<file path="config.mk">
export PLATFORM = sky130hd
export DESIGN_NAME = hsiao_secded_13_8_x4_codec
export DESIGN_NICKNAME = d
export VERILOG_FILES = /design/src/hw/rtl/hsc_pkg.sv /design/src/hw/rtl/hsiao_secded_13_8_x4_codec.sv /design/src/hw/rtl/hsc_lane.sv /design/src/hw/rtl/hsc_merge.sv
export SDC_FILE = /design/constraint.sdc
export NUM_CORES = 1
export LEC_CHECK = 0
export ABC_AREA = 1
export BUFFER_PORTS_ARGS = -buffer_cell sky130_fd_sc_hd__buf_4
export CORE_MARGIN = 3
export CORE_UTILIZATION = 33
export CTS_CLUSTER_DIAMETER = 30
export CTS_CLUSTER_SIZE = 10
export DETAILED_ROUTE_END_ITERATION = 6
export PLACE_DENSITY = 0.59
export SYNTH_ARGS = -nofsm -noshare
export SYNTH_HDL_FRONTEND = slang
export SYNTH_SLANG_ARGS = --single-unit
</file>
<file path="constraint.sdc">
create_clock -name i_clk -period 10.9 [get_ports i_clk]
set_input_delay 0 -clock i_clk [delete_from_list [all_inputs] [get_ports i_clk]]
set_output_delay 0 -clock i_clk [all_outputs]
set_load 0.1 [all_outputs]
</file>
<file path="src/hw/rtl/hsc_pkg.sv">
// ----------------------------------------------------------------------------
// hsc_pkg: shared definitions for the four-lane Hsiao(13,8) codec
// Operation and status codes, the lane result bundle and the check-bit
// function that every lane uses.
// ----------------------------------------------------------------------------
package hsc_pkg;

    localparam int LANES      = 4;
    localparam int BYTE_W     = 8;
    localparam int CHECK_W    = 5;
    localparam int CODE_W     = BYTE_W + CHECK_W;
    localparam int SLOT_W     = 16;
    localparam int WORD_W     = LANES * SLOT_W;

    // Operation selector carried with each input word.
    localparam logic KIND_ENCODE = 1'b0;
    localparam logic KIND_DECODE = 1'b1;

    // Lane and word status, ordered so that a larger code is worse.
    localparam logic [1:0] ST_NONE    = 2'd0;
    localparam logic [1:0] ST_CORR    = 2'd1;
    localparam logic [1:0] ST_UNCORR  = 2'd2;

    // Syndrome produced by a flip of each data bit, d0 first.
    localparam logic [CHECK_W-1:0] DATA_COLUMN [BYTE_W] = '{
        5'h07, 5'h0B, 5'h13, 5'h0D, 5'h15, 5'h19, 5'h0E, 5'h16
    };

    typedef struct packed {
        logic [CODE_W-1:0] code;    // {~check, byte} for encode
        logic [BYTE_W-1:0] fixed;   // corrected byte for decode
        logic [1:0]        status;  // decode status of this lane
    } t_lane_res;

    function automatic logic [CHECK_W-1:0] check_bits(input logic [BYTE_W-1:0] b);
        logic [CHECK_W-1:0] c;
        c[0] = b[0] ^ b[1] ^ b[2] ^ b[3] ^ b[4] ^ b[5];
        c[1] = b[0] ^ b[1] ^ b[2] ^ b[6] ^ b[7];
        c[2] = b[0] ^ b[3] ^ b[4] ^ b[6] ^ b[7];
        c[3] = b[1] ^ b[3] ^ b[5] ^ b[6];
        c[4] = b[2] ^ b[4] ^ b[5] ^ b[7];
        return c;
    endfunction

endpackage

</file>
<file path="src/hw/rtl/hsiao_secded_13_8_x4_codec.sv">
// ----------------------------------------------------------------------------
// hsiao_secded_13_8_x4_codec: four-lane Hsiao(13,8) SECDED encoder/decoder
// Throughput: one word per cycle while the receiver takes every result; the
// lane XOR trees and the merge sit in front of the output and skid registers.
// Reset: synchronous, active low; it empties the output and skid stages.
// ----------------------------------------------------------------------------
module hsiao_secded_13_8_x4_codec
    import hsc_pkg::*;
(
    input  logic              i_clk,
    input  logic              i_rst_n,
    // Input stream.
    input  logic              s_axis_tvalid,
    output logic              s_axis_tready,
    input  logic [WORD_W-1:0] s_axis_tdata,   // [63:0] operand
    input  logic              s_axis_tuser,   // [0] kind: 0 encode, 1 decode
    // Output stream.
    output logic              m_axis_tvalid,
    input  logic              m_axis_tready,
    output logic [WORD_W-1:0] m_axis_tdata,   // [63:0] result_value
    output logic [1:0]        m_axis_tuser    // [1:0] check_status
);

    // Each lane sees its own byte of the low half for encoding and its own
    // 16-bit slot for decoding; the merge then selects by operation.
    t_lane_res [LANES-1:0] w_res;
    logic [WORD_W-1:0]     w_value;
    logic [1:0]            w_status;

    for (genvar g = 0; g < LANES; g++) begin : g_lane
        hsc_lane u_lane (
            .i_enc_byte (s_axis_tdata[g*BYTE_W +: BYTE_W]),
            .i_slot     (s_axis_tdata[g*SLOT_W +: SLOT_W]),
            .o_res      (w_res[g])
        );
    end

    hsc_merge u_merge (
        .i_kind   (s_axis_tuser),
        .i_res    (w_res),
        .o_value  (w_value),
        .o_status (w_status)
    );

    // Output register backed by a one-word skid register. The input side is
    // ready whenever the skid register is free, so a new word is taken even
    // while a finished word waits at the output; ready comes from a flop alone,
    // which keeps the two sides apart in timing.
    logic              r_out_valid, n_out_valid;
    logic [WORD_W-1:0] r_out_data,  n_out_data;
    logic [1:0]        r_out_user,  n_out_user;
    logic              r_skid_valid, n_skid_valid;
    logic [WORD_W-1:0] r_skid_data,  n_skid_data;
    logic [1:0]        r_skid_user,  n_skid_user;

    logic w_in_fire;
    logic w_out_free;

    assign s_axis_tready = ~r_skid_valid;
    assign w_in_fire     = s_axis_tvalid & ~r_skid_valid;
    assign w_out_free    = ~r_out_valid | m_axis_tready;

    always_comb begin
        n_out_valid  = r_out_valid;
        n_out_data   = r_out_data;
        n_out_user   = r_out_user;
        n_skid_valid = r_skid_valid;
        n_skid_data  = r_skid_data;
        n_skid_user  = r_skid_user;
        if (w_out_free) begin
            if (r_skid_valid) begin
                // The parked word moves up; no input is taken this cycle.
                n_out_valid  = 1'b1;
                n_out_data   = r_skid_data;
                n_out_user   = r_skid_user;
                n_skid_valid = 1'b0;
            end else begin
                n_out_valid = w_in_fire;
                n_out_data  = w_value;
                n_out_user  = w_status;
            end
        end else if (w_in_fire) begin
            // Output is stalled: park the new result.
            n_skid_valid = 1'b1;
            n_skid_data  = w_value;
            n_skid_user  = w_status;
        end
    end

    always_ff @(posedge i_clk) begin
        if (!i_rst_n) begin
            r_out_valid  <= 1'b0;
            r_skid_valid <= 1'b0;
        end else begin
            r_out_valid  <= n_out_valid;
            r_skid_valid <= n_skid_valid;
        end
    end

    always_ff @(posedge i_clk) begin
        r_out_data  <= n_out_data;
        r_out_user  <= n_out_user;
        r_skid_data <= n_skid_data;
        r_skid_user <= n_skid_user;
    end

    assign m_axis_tvalid = r_out_valid;
    assign m_axis_tdata  = r_out_data;
    assign m_axis_tuser  = r_out_user;

endmodule

</file>
<file path="src/hw/rtl/hsc_lane.sv">
// ----------------------------------------------------------------------------
// hsc_lane: one Hsiao(13,8) lane
// Encodes one byte and, in parallel, checks and corrects the 13-bit code in one 16-bit slot.
// ----------------------------------------------------------------------------
module hsc_lane
    import hsc_pkg::*;
(
    input  logic [BYTE_W-1:0] i_enc_byte,
    input  logic [SLOT_W-1:0] i_slot,
    output t_lane_res         o_res
);

    logic [BYTE_W-1:0]  w_byte;
    logic [CHECK_W-1:0] w_syn;
    logic [BYTE_W-1:0]  w_flip;
    logic               w_check_err;

    assign w_byte = i_slot[BYTE_W-1:0];
    assign w_syn  = check_bits(w_byte) ^ ~i_slot[CODE_W-1:BYTE_W];

    // A syndrome of weight one points at a stored check bit.
    assign w_check_err = (w_syn != '0) && ((w_syn & (w_syn - CHECK_W'(1))) == '0);

    always_comb begin
        for (int k = 0; k < BYTE_W; k++) begin
            w_flip[k] = (w_syn == DATA_COLUMN[k]);
        end
    end

    always_comb begin
        o_res.code  = {~check_bits(i_enc_byte), i_enc_byte};
        o_res.fixed = w_byte ^ w_flip;
        if (w_syn == '0) begin
            o_res.status = ST_NONE;
        end else if (w_check_err || (w_flip != '0)) begin
            o_res.status = ST_CORR;
        end else begin
            o_res.status = ST_UNCORR;
        end
    end

endmodule

</file>
<file path="src/hw/rtl/hsc_merge.sv">
// ----------------------------------------------------------------------------
// hsc_merge: lane merge
// Packs the lane results into the output word and picks the worst lane status on decode.
// ----------------------------------------------------------------------------
module hsc_merge
    import hsc_pkg::*;
(
    input  logic                  i_kind,
    input  t_lane_res [LANES-1:0] i_res,
    output logic [WORD_W-1:0]     o_value,
    output logic [1:0]            o_status
);

    logic [WORD_W-1:0] w_enc;
    logic [WORD_W-1:0] w_dec;
    logic [1:0]        w_worst;

    always_comb begin
        w_enc   = '0;
        w_dec   = '0;
        w_worst = ST_NONE;
        for (int i = 0; i < LANES; i++) begin
            w_enc[i*SLOT_W +: SLOT_W] = {{(SLOT_W-CODE_W){1'b0}}, i_res[i].code};
            w_dec[i*BYTE_W +: BYTE_W] = i_res[i].fixed;
            if (i_res[i].status > w_worst) begin
                w_worst = i_res[i].status;
            end
        end
    end

    always_comb begin
        case (i_kind)
            KIND_ENCODE: begin
                o_value  = w_enc;
                o_status = ST_NONE;
            end
            KIND_DECODE: begin
                o_value  = w_dec;
                o_status = w_worst;
            end
            default: begin
                o_value  = w_enc;
                o_status = ST_NONE;
            end
        endcase
    end

endmodule

</file>
## Yosys cells after proc, flatten, opt, wreduce, memory -nomap -nowiden

Cells that the tools add are included.

| word-level totals | value |
|---|---|
| word-level logic and storage cells | 218 |
| memory bits (writable) | 0 |
| bits in latches | 0 |
| memories kept | 0 |
| register bits | 134 |
| bits of input ports | 69 |
| memory bits (read-only) | 0 |

| operators by class | value |
|---|---|
| $mul | 0 |
| equality and inequality tests | 32 |
| magnitude comparators | 4 |
| shift-type cells | 0 |
| div/mod/pow operators | 0 |
| bitwise operators | 129 |
| $add $sub $neg | 4 |
| mux-type cells | 17 |
| reductions and logical operators | 26 |

Operators with widths:

| cell | count |
|---|---|
| one-hot mux 64 bit (2 select lines) | 1 |
| XOR 1 bit | 102 |
| == test 5 bit (second input constant) | 16 |
| 2-to-1 mux 64 bit | 1 |
| == test 5 x 4 -> 1 bit (second input constant) | 12 |
| zero test 5 bit | 8 |
| inverter 5 bit | 8 |
| nonzero test 8 bit | 4 |
| XOR 8 bit | 4 |
| 2-to-1 mux 2 bit | 13 |
| AND 5 bit | 4 |
| == test 5 x 3 -> 1 bit (second input constant) | 4 |
| nonzero test 5 bit | 4 |
| subtractor 5 x 1 -> 5 bit (second input constant) | 4 |
| XOR 5 bit | 4 |
| greater-than comparator 2 bit | 3 |
| inverter 1 bit | 5 |
| logical AND 1 bit | 4 |
| logical OR 1 bit | 4 |
| one-hot mux 2 bit (2 select lines) | 1 |
| greater-than comparator 2 x 1 -> 1 bit (second input constant) | 1 |
| AND reduction 2 bit | 1 |
| OR reduction 2 bit | 1 |
| AND 1 bit | 1 |
| 2 further kinds | 2 |

## Longest topological paths before layout

Gate-level depths: netlist of run 1.

| depth | value |
|---|---|
| depth after elaboration | 23 |
| gate-level depth with buffers | 38 |
| depth with buffers taken out | 38 |

## By module

A second synthesis of run 1 with hierarchy kept.

| unflattened totals | value |
|---|---|
| cell total of the unflattened synthesis | 1,212 |
| area, all modules | 9,186.3 um2 |

Modules (own cells, without submodules):

| module | cells each | times used | area each (um2) | sequential area each (um2) |
|---|---|---|---|---|
| hsiao_secded_13_8_x4_codec | 357 | 1 | 4,892.2 | 4,003.8 |
| hsc_lane | 164 | 4 | 842.1 | 0.0 |
| hsc_merge | 199 | 1 | 925.9 | 0.0 |

## Worst setup path before layout of run 1

Ideal clock, no wire load.

| path | value |
|---|---|
| kind | reg-to-reg |
| from | register r_out_valid (netlist: m_axis_tvalid) |
| to | register r_skid_data[0], enable pin |
| stages on the path, launching flop included | 3 |
| clock period less this slack | 5.778 ns |
| setup time | 0.478 ns |
| data required time | 10.422 ns |
| path buffers | 0 |
| data arrival time | 5.300 ns |
| path slack | 5.122 ns |
| path through | dfxtp_1 -> nand2_1 -> nor2_1 |

| on the way | value |
|---|---|
| word-level cells in the longest chain between the ends | 4 |

Ends and longest elaborated chain:

| item | line | source |
|---|---|---|
| start, declared | hsiao_secded_13_8_x4_codec.sv:49 | `logic r_out_valid, n_out_valid;` |
| start signal, assigned | hsiao_secded_13_8_x4_codec.sv:95 | `r_out_valid <= n_out_valid;` |
| inverter 1 bit | hsiao_secded_13_8_x4_codec.sv:61 | `assign w_out_free = ~r_out_valid \| m_axis_tready;` |
| OR 1 bit | hsiao_secded_13_8_x4_codec.sv:61 |  |
| net w_out_free | hsiao_secded_13_8_x4_codec.sv:57 | `logic w_out_free;` |
| inverter 1 bit (no source line) | n/a |  |
| AND reduction 2 bit (no source line) | n/a |  |
| end signal, assigned | hsiao_secded_13_8_x4_codec.sv:103 | `r_skid_data <= n_skid_data;` |
| end, declared | hsiao_secded_13_8_x4_codec.sv:53 | `logic [WORD_W-1:0] r_skid_data, n_skid_data;` |

The timed path passes the listed nets, and every way through them passes these cells.
A chain may end at the register's enable or synchronous reset.

## Worst setup path in the final report of run 1

| path | value |
|---|---|
| from | input port s_axis_tdata[17] |
| to | register r_out_user[0] (netlist: m_axis_tuser[0]) (data pin) |

| on the way | value |
|---|---|
| word-level cells in the longest chain between the ends | 21 |
| elaborated cells on any way between the ends | 37 |

Ends and longest elaborated chain:

| item | line | source |
|---|---|---|
| start, declared | hsiao_secded_13_8_x4_codec.sv:15 | `input logic [WORD_W-1:0] s_axis_tdata,` |
| XOR 1 bit (2 in a row) | hsc_pkg.sv:37, hsc_pkg.sv:38 |  |
| XOR 1 bit (3 in a row) | hsc_pkg.sv:37 | `c[0] = b[0] ^ b[1] ^ b[2] ^ b[3] ^ b[4] ^ b[5];` |
| XOR 5 bit * | hsc_lane.sv:19 | `assign w_syn = check_bits(w_byte) ^ ~i_slot[CODE_W-1:BYTE_W];` |
| subtractor 5 x 1 -> 5 bit | hsc_lane.sv:22 | `assign w_check_err = (w_syn != '0) && ((w_syn & (w_syn - CHECK_W'(1))) == '0);` |
| AND 5 bit | hsc_lane.sv:22 |  |
| zero test 5 bit | hsc_lane.sv:22 |  |
| logical AND 1 bit | hsc_lane.sv:22 |  |
| logical OR 1 bit | hsc_lane.sv:35 | `end else if (w_check_err \|\| (w_flip != '0)) begin` |
| (+2 left out) | n/a |  |
| greater-than comparator 2 bit | hsc_merge.sv:25 | `if (i_res[i].status > w_worst) begin` |
| 2-to-1 mux 2 bit * | hsc_merge.sv:25 |  |
| greater-than comparator 2 bit | hsc_merge.sv:25 |  |
| 2-to-1 mux 2 bit * | hsc_merge.sv:25 |  |
| greater-than comparator 2 bit | hsc_merge.sv:25 |  |
| 2-to-1 mux 2 bit * | hsc_merge.sv:25 |  |
| one-hot mux 2 bit (2 select lines) * | hsc_merge.sv:32 | `case (i_kind)` |
| 2-to-1 mux 2 bit * | hsiao_secded_13_8_x4_codec.sv:71 | `if (r_skid_valid) begin` |
| end signal, assigned | hsiao_secded_13_8_x4_codec.sv:102 | `r_out_user <= n_out_user;` |
| end, declared | hsiao_secded_13_8_x4_codec.sv:51 | `logic [1:0] r_out_user, n_out_user;` |

Every way passes the cells marked *; elsewhere a longest branch is shown, timed or not.

==> results_dict.tcl, run 1 <==
set metrics [dict create \
    final_nets 1139 \
    synth.area.top_cells "edfxtp_1 (48%), nand2_1 (18%), xor2_1 (5.8%)" \
    slew_violations 0 \
    die_w_um 157 \
    fmax_mhz 228 \
    slew_headroom_pct 42.2 \
    synth_cell_types 32 \
    cts.repair.resized 0 \
    rows 54 \
    num_vias 6161 \
    crit_fanout 4 \
    netlist.area_leader.share_pct 47.6 \
    synth_area_um2 7570 \
    dpl.hpwl_mm 13.6 \
    yosys.area_share.xor_xnor_pct 12.8 \
    synth-simple-area-share_pct 28.4 \
    hp-class "in2reg" \
    final_area_um2 9590 \
    worstSetupPathType "in2reg" \
    synth_compound_area_share_pct 3.37 \
    grt_max_degree 65 \
    synthFlopType "edfxtp_1" \
    grt_setup_unrepaired "false" \
    synth_cells 920 \
    wire_per_inst_um 13.8 \
    drtAntennaViolNets 0 \
    drt-pass1-iter-count 5 \
    htreeDepth 4 \
    viasPerCell 4.55 \
    arrival_ns 4.55 \
    cap_violations 0 \
    syn_area_per_cell_um2 8.23 \
    wl_mm 18.7 \
    port_buffers 124 \
    clkLatencyLatePin_ns 0.42 \
    setup_viol 0 \
    io_pins 137 \
    leakage_nw 4.49 \
    cts_tree "built" \
    yosysTopAreaCell "edfxtp_1" \
    num-fill-cells 2261 \
    mostFrequentLayoutCells "nand2_1 (364), buf_4 (129), edfxtp_1 (120), nor2_1 (81), nand3_1 (58)" \
    antenna_cells 0 \
    dieArea_um2 24800 \
    grt_pass1_wl_mm 29.8 \
    end_kind "register" \
    synth_top_family_by_area "simple AND/OR/NAND/NOR gates" \
    synth_edf_count 120 \
    worstMarginPinSlew_ns 0.867 \
    cpPeakStageDelay_ns 0.54 \
    drc 0 \
    synth-adder-area-share_pct 1.49 \
    power_w 0.00185 \
    crit_path_frequent_cell "nand2_1" \
    start_util_pct 34.2 \
    numCtsBuffers 17 \
    cpMaxStageDelayCell "dlygate4sd3_1" \
    areaGrowthSynthToFinish_pct 26.7 \
    endpoint "m_axis_tuser[0]" \
    cts_setup_buffers 0 \
    cp_num_buf_inv 8 \
    rrSetupSlack_ns 8.58 \
    cp-start-kind "primary input" \
    reg2reg_depth 5 \
    muxShareOfSynthArea_pct 0 \
    crit_family "simple AND/OR/NAND/NOR gates" \
    clock_sinks 122 \
    fin_crit_ns 4.38 \
    async_reset_ff_share_pct 0 \
    ir_drop_mv 0.0924 \
    crit_cells 36 \
    die_h_um 157 \
    grt_pass1_vias 5798 \
    totalNegativeSetupSlack_ns 0 \
    status "finished, final reports clean" \
    synth-warning-count 0 \
    cts_buffer_depth 2 \
    gp_congestion 0.856 \
    dpl_cell_area_um2 8740 \
    cp.required_ns 11.07 \
    grt_usage_pct 15.4 \
    r2r_end "r_skid_data[59]" \
    layout-drive-gt1-share_pct 18.0 \
    grt.overflow.total 0 \
    whs_ns 0.0151 \
    clk_pin_slew_ns 0.06 \
    final_common_cell "nand2_1" \
    skew_ns 0.0171 \
    synth-seq-cells 122 \
    core_um2 22200 \
    antenna_found_initial 0 \
    drt_iter0_markers 324 \
    startpoint "s_axis_tdata[17]" \
    r2r_start "r_skid_valid" \
    period_share_pct 40.2 \
    root_buffer "clkbuf_16" \
    finalHoldViolCount 0 \
    seq_area_frac_synth_pct 48.1 \
    power_density_nw_per_um2 193 \
]
==> registers in the layout, indices dropped and copies added (netlist names) <==
name and flops:
m_axis_tdata 58, r_skid_data 58, m_axis_tuser 2, r_skid_user 2
m_axis_tvalid 1, r_skid_valid 1
==> report_power, final <==
| part | leakage, nW | internal, W | switching (W) | total [W] |
|---|---|---|---|---|
| clock | 0.298 | 0.000399 | 0.000197 | 0.000595 |
| sequential | 1.22 | 0.000564 | 0.0000117 | 0.000576 |
| combinational | 2.98 | 0.000195 | 0.000485 | 0.000681 |
| total | 4.49 | 0.00116 | 0.000694 | 0.00185 |
==> Yosys cell counts, drive strengths merged, types with 2 or more instances <==
master	count
xor2	53
o21ai	27
buf	18
nand4	6
a21oi	12
and2	2
inv	69
nand3	61
clkbuf	18
edfxtp	120
ha	9
a31oi	2
dfxtp	2
nor2	87
o21a	3
nand2	366
xnor2	49
nor3	12
==> area by class of cell <==
class	count	area, µm²	share of cell area, %
clock buffers	19	433	4.51
multi-input cells	698	3510	36.7
repair buffers	153	1210	12.6
inverters	69	259	2.70
flip-flops and latches	122	3640	38.0
well taps	280	350	3.65
clock inverters	12	179	1.87
==> tightest hold or removal path: stages <==
cell and delay, ns:
buf_4 0.12, xor2_1 0.07, nor2_1 0.12
==> worst min path at each step <==
| stage | startpoint | end | slack, ns | cells after the start |
|---|---|---|---|---|
| 3_5_place_dp | i_rst_n | m_axis_tvalid | 0.26 | 3 |
| 2_1_floorplan | i_rst_n | m_axis_tvalid | 0.13 | 2 |
| 3_3_place_gp | i_rst_n | m_axis_tvalid | 0.26 | 3 |
| 6_report | s_axis_tdata[55] | r_skid_data[31] | 0.02 | 3 |
| 4_1_cts | s_axis_tdata[23] | r_skid_data[39] | 0.002 | 3 |
| 5_1_grt | s_axis_tdata[23] | r_skid_data[39] | 0.02 | 3 |
==> cell families after synthesis <==
logic type	count (synthesis)
XOR/XNOR	102
adder cells (fa/ha/maj)	9
AND/OR/NAND/NOR	534
AO/OA/AOI/OAI	47
flip-flops	122
other	1
buffers and inverters	105
==> layer usage <==
layer | part of all wire [%] | track usage (%) | vias to the layer above | wire length, µm
li1 | - | - | 3224 | -
met5 | 0 | 0 | - | 0
met1 | 48 | 20.7 | 2772 | 8930
met4 | 1.1 | 4.75 | 0 | 212
met3 | 5.1 | 3.08 | 17 | 948
met2 | 46 | 25.0 | 148 | 8590
==> per-stage QoR <==
stage	setup slack [ns]	utilization, %	cells
6_report	6.52	43.3	1353
5_1_grt	5.99	43.3	1353
4_1_cts	6.56	43.3	1353
3_5_place_dp	6.58	39.4	1298
3_3_place_gp	6.63	39.4	1298
2_1_floorplan	5.12	-	925
==> timing repair <==
| action | 4_1_cts | 5_1_grt |
|---|---|---|
| endpoints found under the hold margin | 23 | 0 |
| hold buffers | 24 | 0 |
| endpoints found under the setup margin | 0 | 0 |
(Power assumes the default switching activity.)
==> inputs of run 2 (changes only) <==
--- a/config.mk
+++ b/config.mk
@@ -5,7 +5,7 @@
 export SDC_FILE = /design/constraint.sdc
 export NUM_CORES = 1
 export LEC_CHECK = 0
-export ABC_AREA = 1
+export ABC_AREA = 0
 export BUFFER_PORTS_ARGS = -buffer_cell sky130_fd_sc_hd__buf_4
 export CORE_MARGIN = 3
 export CORE_UTILIZATION = 33
==> constraint.sdc (replaced) <==
create_clock -name i_clk -period 4.18 [get_ports i_clk]
set_input_delay 0 -clock i_clk [delete_from_list [all_inputs] [get_ports i_clk]]
set_output_delay 0 -clock i_clk [all_outputs]
set_load 0.1 [all_outputs]
==> results_dict.tcl, run 2 <==
set metrics [dict create \
    gr-usage-met1_pct 19.0 \
    die_w_um 157 \
    synth_area_um2 7490 \
    io_pins 137 \
    wl_mm 18.1 \
    yosys.area_share.xor_xnor_pct 22.2 \
    root_buffer "clkbuf_16" \
    synthFlopType "edfxtp_1" \
    arrival_ns 4.26 \
    synth_top_family_by_area "XOR/XNOR gates" \
    period_share_pct 98.4 \
    final_common_cell "buf_4" \
    gp_congestion 0.815 \
    clock_sinks 122 \
    grt.overflow.total 0 \
    dieArea_um2 24500 \
    syn_area_per_cell_um2 12.3 \
    num_vias 5363 \
    use_met3_pct 3.73 \
    synth-simple-area-share_pct 11.4 \
    grt_pass1_vias 5336 \
    synth_cells 610 \
    skew_ns 0.00958 \
    crit_fanout 6 \
    port_buffers 124 \
    wire_per_inst_um 16.0 \
    grt_usage_pct 14.4 \
    antenna_found_initial 0 \
    final_nets 917 \
    busiest_layer "met2" \
    finalHoldViolCount 0 \
    worstMarginPinSlew_ns 1.07 \
    htreeDepth 4 \
    status "finished, final reports clean" \
    worstSetupPathType "in2reg" \
    drtAntennaViolNets 0 \
    fmax_mhz 243 \
    drt_iter0_markers 329 \
    synth_edf_count 120 \
    crit_family "compound AO/OA/AOI/OAI gates" \
    grtUsageMet2_pct 23.9 \
    leakage_nw 4.26 \
    synth-adder-area-share_pct 1.64 \
    yosysTopAreaCell "edfxtp_1" \
    power_density_nw_per_um2 630 \
    viasPerCell 4.74 \
    synth-warning-count 0 \
    mostFrequentLayoutCells "buf_4 (222), edfxtp_1 (120), xnor2_1 (62), nor2_1 (57), xor2_1 (41)" \
    grt_setup_unrepaired "true" \
    cpPeakStageDelay_ns 0.47 \
    yosys-top-cells-count "edfxtp_1 (120), xnor2_1 (70), nor2_1 (61)" \
    cp.required_ns 4.33 \
    layout-drive-gt1-share_pct 41.7 \
    path_cells "buf_4 -> xnor3_2 -> xor3_2 -> xor2_4 -> nor2_2 -> o32ai_2 -> nor2_2 -> ha_4 -> inv_2 -> o22a_1 -> nor3_2 -> nor2_1 -> ha_1 -> inv_1 -> o22ai_2 -> o31ai_2 -> o22ai_1 -> ha_1 -> inv_2 -> o22ai_2 -> and3_4 -> nor3b_2 -> a221oi_2 -> a31oi_1" \
    hp-class "in2reg" \
    areaGrowthSynthToFinish_pct 39.7 \
    clkLatencyLatePin_ns 0.42 \
    dpl.hpwl_mm 12.3 \
    synth-seq-cells 122 \
    netlist.area_leader.share_pct 48.1 \
    start_util_pct 33.9 \
    setup_viol 0 \
    cts_buffer_depth 2 \
    muxShareOfSynthArea_pct 7.25 \
    grt_pass1_wl_mm 27.7 \
    synth_compound_area_share_pct 6.60 \
    antenna_cells 0 \
    synth_cell_types 60 \
    slew_violations 0 \
    async_reset_ff_share_pct 0 \
    cp_num_buf_inv 4 \
    ir_drop_mv 0.339 \
    core_um2 22100 \
    cpMaxStageDelayCell "xnor3_2" \
    end_kind "register" \
    seq_area_frac_synth_pct 48.7 \
    num-fill-cells 2009 \
    yosysMostFrequentCell "edfxtp_1" \
    drc 0 \
    die_h_um 157 \
    numCtsBuffers 17 \
    grt_max_degree 70 \
    synth.area.top_cells "edfxtp_1 (48%), xnor2_1 (8.2%), mux2_2 (6.0%)" \
    rows 54 \
    cts_tree "built" \
    cap_violations 0 \
    cp-start-kind "primary input" \
    slew_headroom_pct 28.6 \
    final_util_pct 47.4 \
    fin_crit_ns 4.11 \
    clk_pin_slew_ns 0.06 \
    drt-pass1-iter-count 5 \
    whs_ns 0.0366 \
]
-- run 2: changes by cell type in the layout (fill, tap and decap cells not counted), moves of 19 or more --
cell     delta
buf_4      +93
inv_1      -47
mux2_2     +40
nand2_1   -327
nand3_1    -51
nor2_1     -24
nor2b_1    +19
xnor2_1    +20
-- run 2: worst paths after layout --
kind	from	slack, ns	endpoint	cells after the start
min	s_axis_tdata[25]	0.04	r_skid_data[49]	2
min reg2reg	r_skid_data[14]	0.52	m_axis_tdata[14]	2
max	s_axis_tdata[18]	0.07	m_axis_tuser[0]	24
max reg2reg	m_axis_tvalid	1.83	r_skid_data[17]	3
-- run 2: timing repair --
item / in CTS / in global routing
gates resized for setup: 12 / 29
pin swaps: 22 / 16
hold endpoints to repair: 10 / 0
hold buffers: 11 / 0
setup buffers: 7 / 11
endpoints found under the setup margin: 2 / 2
-- run 2: metal layers --
| layer | vias up | routed length [µm] |
|---|---|---|
| met5 | - | 0 |
| met4 | 0 | 208 |
| met3 | 14 | 868 |
| met2 | 139 | 8740 |
| met1 | 2572 | 8270 |
| li1 | 2638 | - |
-- run 2: cell type report --
type,instances,area (µm²),area share (%)
clock buffer,17,425,4.07
clock inverter,15,203,1.94
sequential,122,3640,34.8
tap,280,350,3.35
multi-input combinational,454,4000,38.2
timing repair buffer,236,1810,17.3
inverter,8,30.0,0.287
-- run 2: cells by family after synthesis --
| logic type | count (synthesis) |
|---|---|
| compound gates | 72 |
| xor+xnor | 143 |
| other cells | 1 |
| mux | 49 |
| flops | 122 |
| fa+ha+maj | 10 |
| simple gates | 174 |
| buf+inv | 39 |
-- run 2: power breakdown --
group          leakage [nW]  switching [W]  internal (W)
registers              1.21      0.0000340       0.00149
clock network         0.304       0.000626      0.000966
logic                  2.75        0.00189       0.00159
total                  4.26        0.00255       0.00404
-- run 2: metrics by stage --
stage / area (µm²) / setup TNS (ns) / setup WS [ns] / total power [W] / std cells
after floorplan: 7610 / -0.407 / -0.205 / 0.00357 / 615
after global placement: 9380 / -0.895 / -0.448 / 0.00441 / 1072
after detailed placement: 9380 / -1.22 / -0.622 / 0.00443 / 1072
after CTS: 10200 / 0 / 0.00152 / 0.00634 / 1121
after global routing: 10500 / -0.241 / -0.122 / 0.00693 / 1132
final: 10500 / 0 / 0.0662 / 0.00659 / 1132
==> inputs of run 3 (changes only) <==
--- a/config.mk
+++ b/config.mk
@@ -12,7 +12,9 @@
 export CTS_CLUSTER_DIAMETER = 30
 export CTS_CLUSTER_SIZE = 10
 export DETAILED_ROUTE_END_ITERATION = 6
-export PLACE_DENSITY = 0.59
+export PLACE_DENSITY = 0.58
+export SKIP_LAST_GASP = 1
 export SYNTH_ARGS = -nofsm -noshare
 export SYNTH_HDL_FRONTEND = slang
+export SYNTH_HIERARCHICAL = 1
 export SYNTH_SLANG_ARGS = --single-unit
==> results_dict.tcl, run 3 <==
set metrics [dict create \
    synth-adder-area-share_pct 1.22 \
    port_buffers 130 \
    yosysTopAreaCell "edfxtp_1" \
    grt_max_degree 69 \
    synthFlopType "edfxtp_1" \
    crit_fanout 8 \
    setup_viol 0 \
    synth_cell_types 50 \
    cts_buffer_depth 2 \
    io_pins 137 \
    rrSetupSlack_ns 2.20 \
    synth_compound_area_share_pct 3.34 \
    rows 60 \
    grt_pass1_wl_mm 31.7 \
    drt_iter0_markers 236 \
    synth-warning-count 6 \
    start_util_pct 33.9 \
    numCtsBuffers 17 \
    final_nets 927 \
    final_util_pct 42.6 \
    yosys-top-cells-count "edfxtp_1 (132), xnor2_1 (84), mux2_2 (83)" \
    synth_edf_count 132 \
    hold_path_depth 2 \
    grt_usage_pct 13.3 \
    fin_crit_ns 4.01 \
    worstMarginPinSlew_ns 0.984 \
    viasPerCell 4.57 \
    root_buffer "clkbuf_16" \
    synth-simple-area-share_pct 9.51 \
    dieArea_um2 30000 \
    hp-class "in2reg" \
    synth_area_um2 9220 \
    skew_ns 0.00702 \
    yosys.area_share.xor_xnor_pct 25.1 \
    gp_congestion 0.816 \
    slew_headroom_pct 34.4 \
    syn_area_per_cell_um2 13.7 \
    worstSetupPathType "in2reg" \
    drtAntennaViolNets 0 \
    slew_violations 0 \
    netlist.area_leader.share_pct 43.0 \
    synth-seq-cells 134 \
    htreeDepth 4 \
    fmax_mhz 249 \
    cts_tree "built" \
    antenna_found_initial 0 \
    synth_cells 672 \
    layout-drive-gt1-share_pct 47.4 \
    wl_mm 20.0 \
    num-fill-cells 2566 \
    ir_drop_mv 0.313 \
    yosysMostFrequentCell "edfxtp_1" \
    areaGrowthSynthToFinish_pct 25.4 \
    drt-pass1-iter-count 4 \
    seq_area_frac_synth_pct 43.4 \
    dpl.hpwl_mm 13.8 \
    grt.overflow.total 0 \
    wire_per_inst_um 16.2 \
    synth.area.top_cells "edfxtp_1 (43%), mux2_2 (10%), xnor2_1 (8.0%)" \
    num_vias 5642 \
    final_common_cell "buf_4" \
    arrival_ns 4.18 \
    finalHoldViolCount 0 \
    mostFrequentLayoutCells "buf_4 (202), edfxtp_1 (132), xnor2_1 (84), mux2_2 (83), xor2_1 (43)" \
    muxShareOfSynthArea_pct 11.6 \
    power_density_nw_per_um2 536 \
    cp-start-kind "primary input" \
    async_reset_ff_share_pct 0 \
    period_share_pct 95.9 \
    grt_pass1_vias 5727 \
    clock_sinks 134 \
    status "finished, final reports clean" \
    die_h_um 173 \
    leakage_nw 4.55 \
    final_area_um2 11600 \
    cap_violations 0 \
    core_um2 27200 \
    antenna_cells 0 \
    drc 0 \
    synth_top_family_by_area "XOR/XNOR gates" \
    reg2reg_depth 4 \
    cp.required_ns 4.35 \
    clk_pin_slew_ns 0.07 \
    end_kind "register" \
    clkLatencyLatePin_ns 0.42 \
    die_w_um 173 \
    dpl_cell_area_um2 10800 \
]
==> run 3: cell count changes after synthesis, moves of 11 or more <==
| cell | change |
|---|---|
| nor2_1 | -42 |
| edfxtp_1 | +12 |
| o31ai_1 | -19 |
| mux2_2 | +43 |
| nand2_1 | -25 |
| buf_4 | +32 |
| buf_2 | +11 |
| clkbuf_1 | -17 |
| nor4_2 | +16 |
| xnor2_1 | +14 |
| xnor3_1 | -11 |
==> run 3: power breakdown <==
part	internal (W)	total [W]	switching, W
clock	0.000794	0.00149	0.000694
combinational	0.00125	0.00304	0.00179
sequential	0.00164	0.00168	0.0000392
==> run 3: cell families after synthesis <==
kind of cell	count (synthesis)
buf+inv	76
xor+xnor	180
flops	134
fa+ha+maj	9
other cells	1
mux	93
simple gates	138
compound gates	41
==> run 3: final timing paths <==
kind / start / end
max: s_axis_tdata[16] / m_axis_tuser[0]
min: s_axis_tdata[12] / r_skid_data[20]
max reg2reg: m_axis_tvalid / r_skid_valid
min reg2reg: r_skid_data[7] / m_axis_tdata[7]
==> run 3: through the flow <==
stage	hold WS (ns)	total power, W	cells	worst slack [ns]	setup TNS (ns)
floorplan	0.154	0.00386	677	0.146	0
global placement	0.277	0.00456	1185	-0.120	-0.120
detailed placement	0.279	0.00460	1185	-0.244	-0.244
CTS	0.00542	0.00614	1231	0.211	0
global route	0.0144	0.00656	1234	-0.0326	-0.0326
finish	0.0201	0.00621	1234	0.170	0
==> run 3: area by class of cell <==
cell class	instances	area, µm²	area share (%)
clock buffers	17	425	3.68
clock inverters	15	155	1.34
inverters	11	41.3	0.357
multi-input cells	467	4780	41.3
flip-flops and latches	134	4010	34.6
well taps	372	465	4.02
repair buffers	218	1700	14.7
==> run 3: worst max-delay path, cell delays in order <==
cell and delay [ns]:
buf_4 0.13, xnor3_1 0.38, xnor3_2 0.34, buf_4 0.19
nand2_1 0.05, nor3_1 0.05, nor4_2 0.36, inv_1 0.13
ha_4 0.30, nor3_2 0.04, a311o_1 0.33, nand2_1 0.08
ha_1 0.22, inv_1 0.05, o22ai_1 0.08, a21boi_2 0.17
o21bai_1 0.15, ha_1 0.27, inv_1 0.05, o22ai_2 0.15
o21ai_0 0.13, o221a_2 0.27, mux2_2 0.25
==> run 3: what timing repair did <==
action	CTS	global route
hold endpoints to repair	13	0
resized for setup	0	8
hold buffers	14	0
setup buffers	0	3
endpoints found under the setup margin	0	1
==> run 3: layer usage <==
layer / wire length (µm) / track usage (%) / up-vias / share of wire (%)
met4: 233 / 3.58 / 0 / 1.2
met5: 0 / 0 / - / 0
met2: 9810 / 22.0 / 116 / 49
li1: - / - / 2749 / -
met3: 760 / 2.90 / 20 / 3.8
met1: 9190 / 17.6 / 2757 / 46
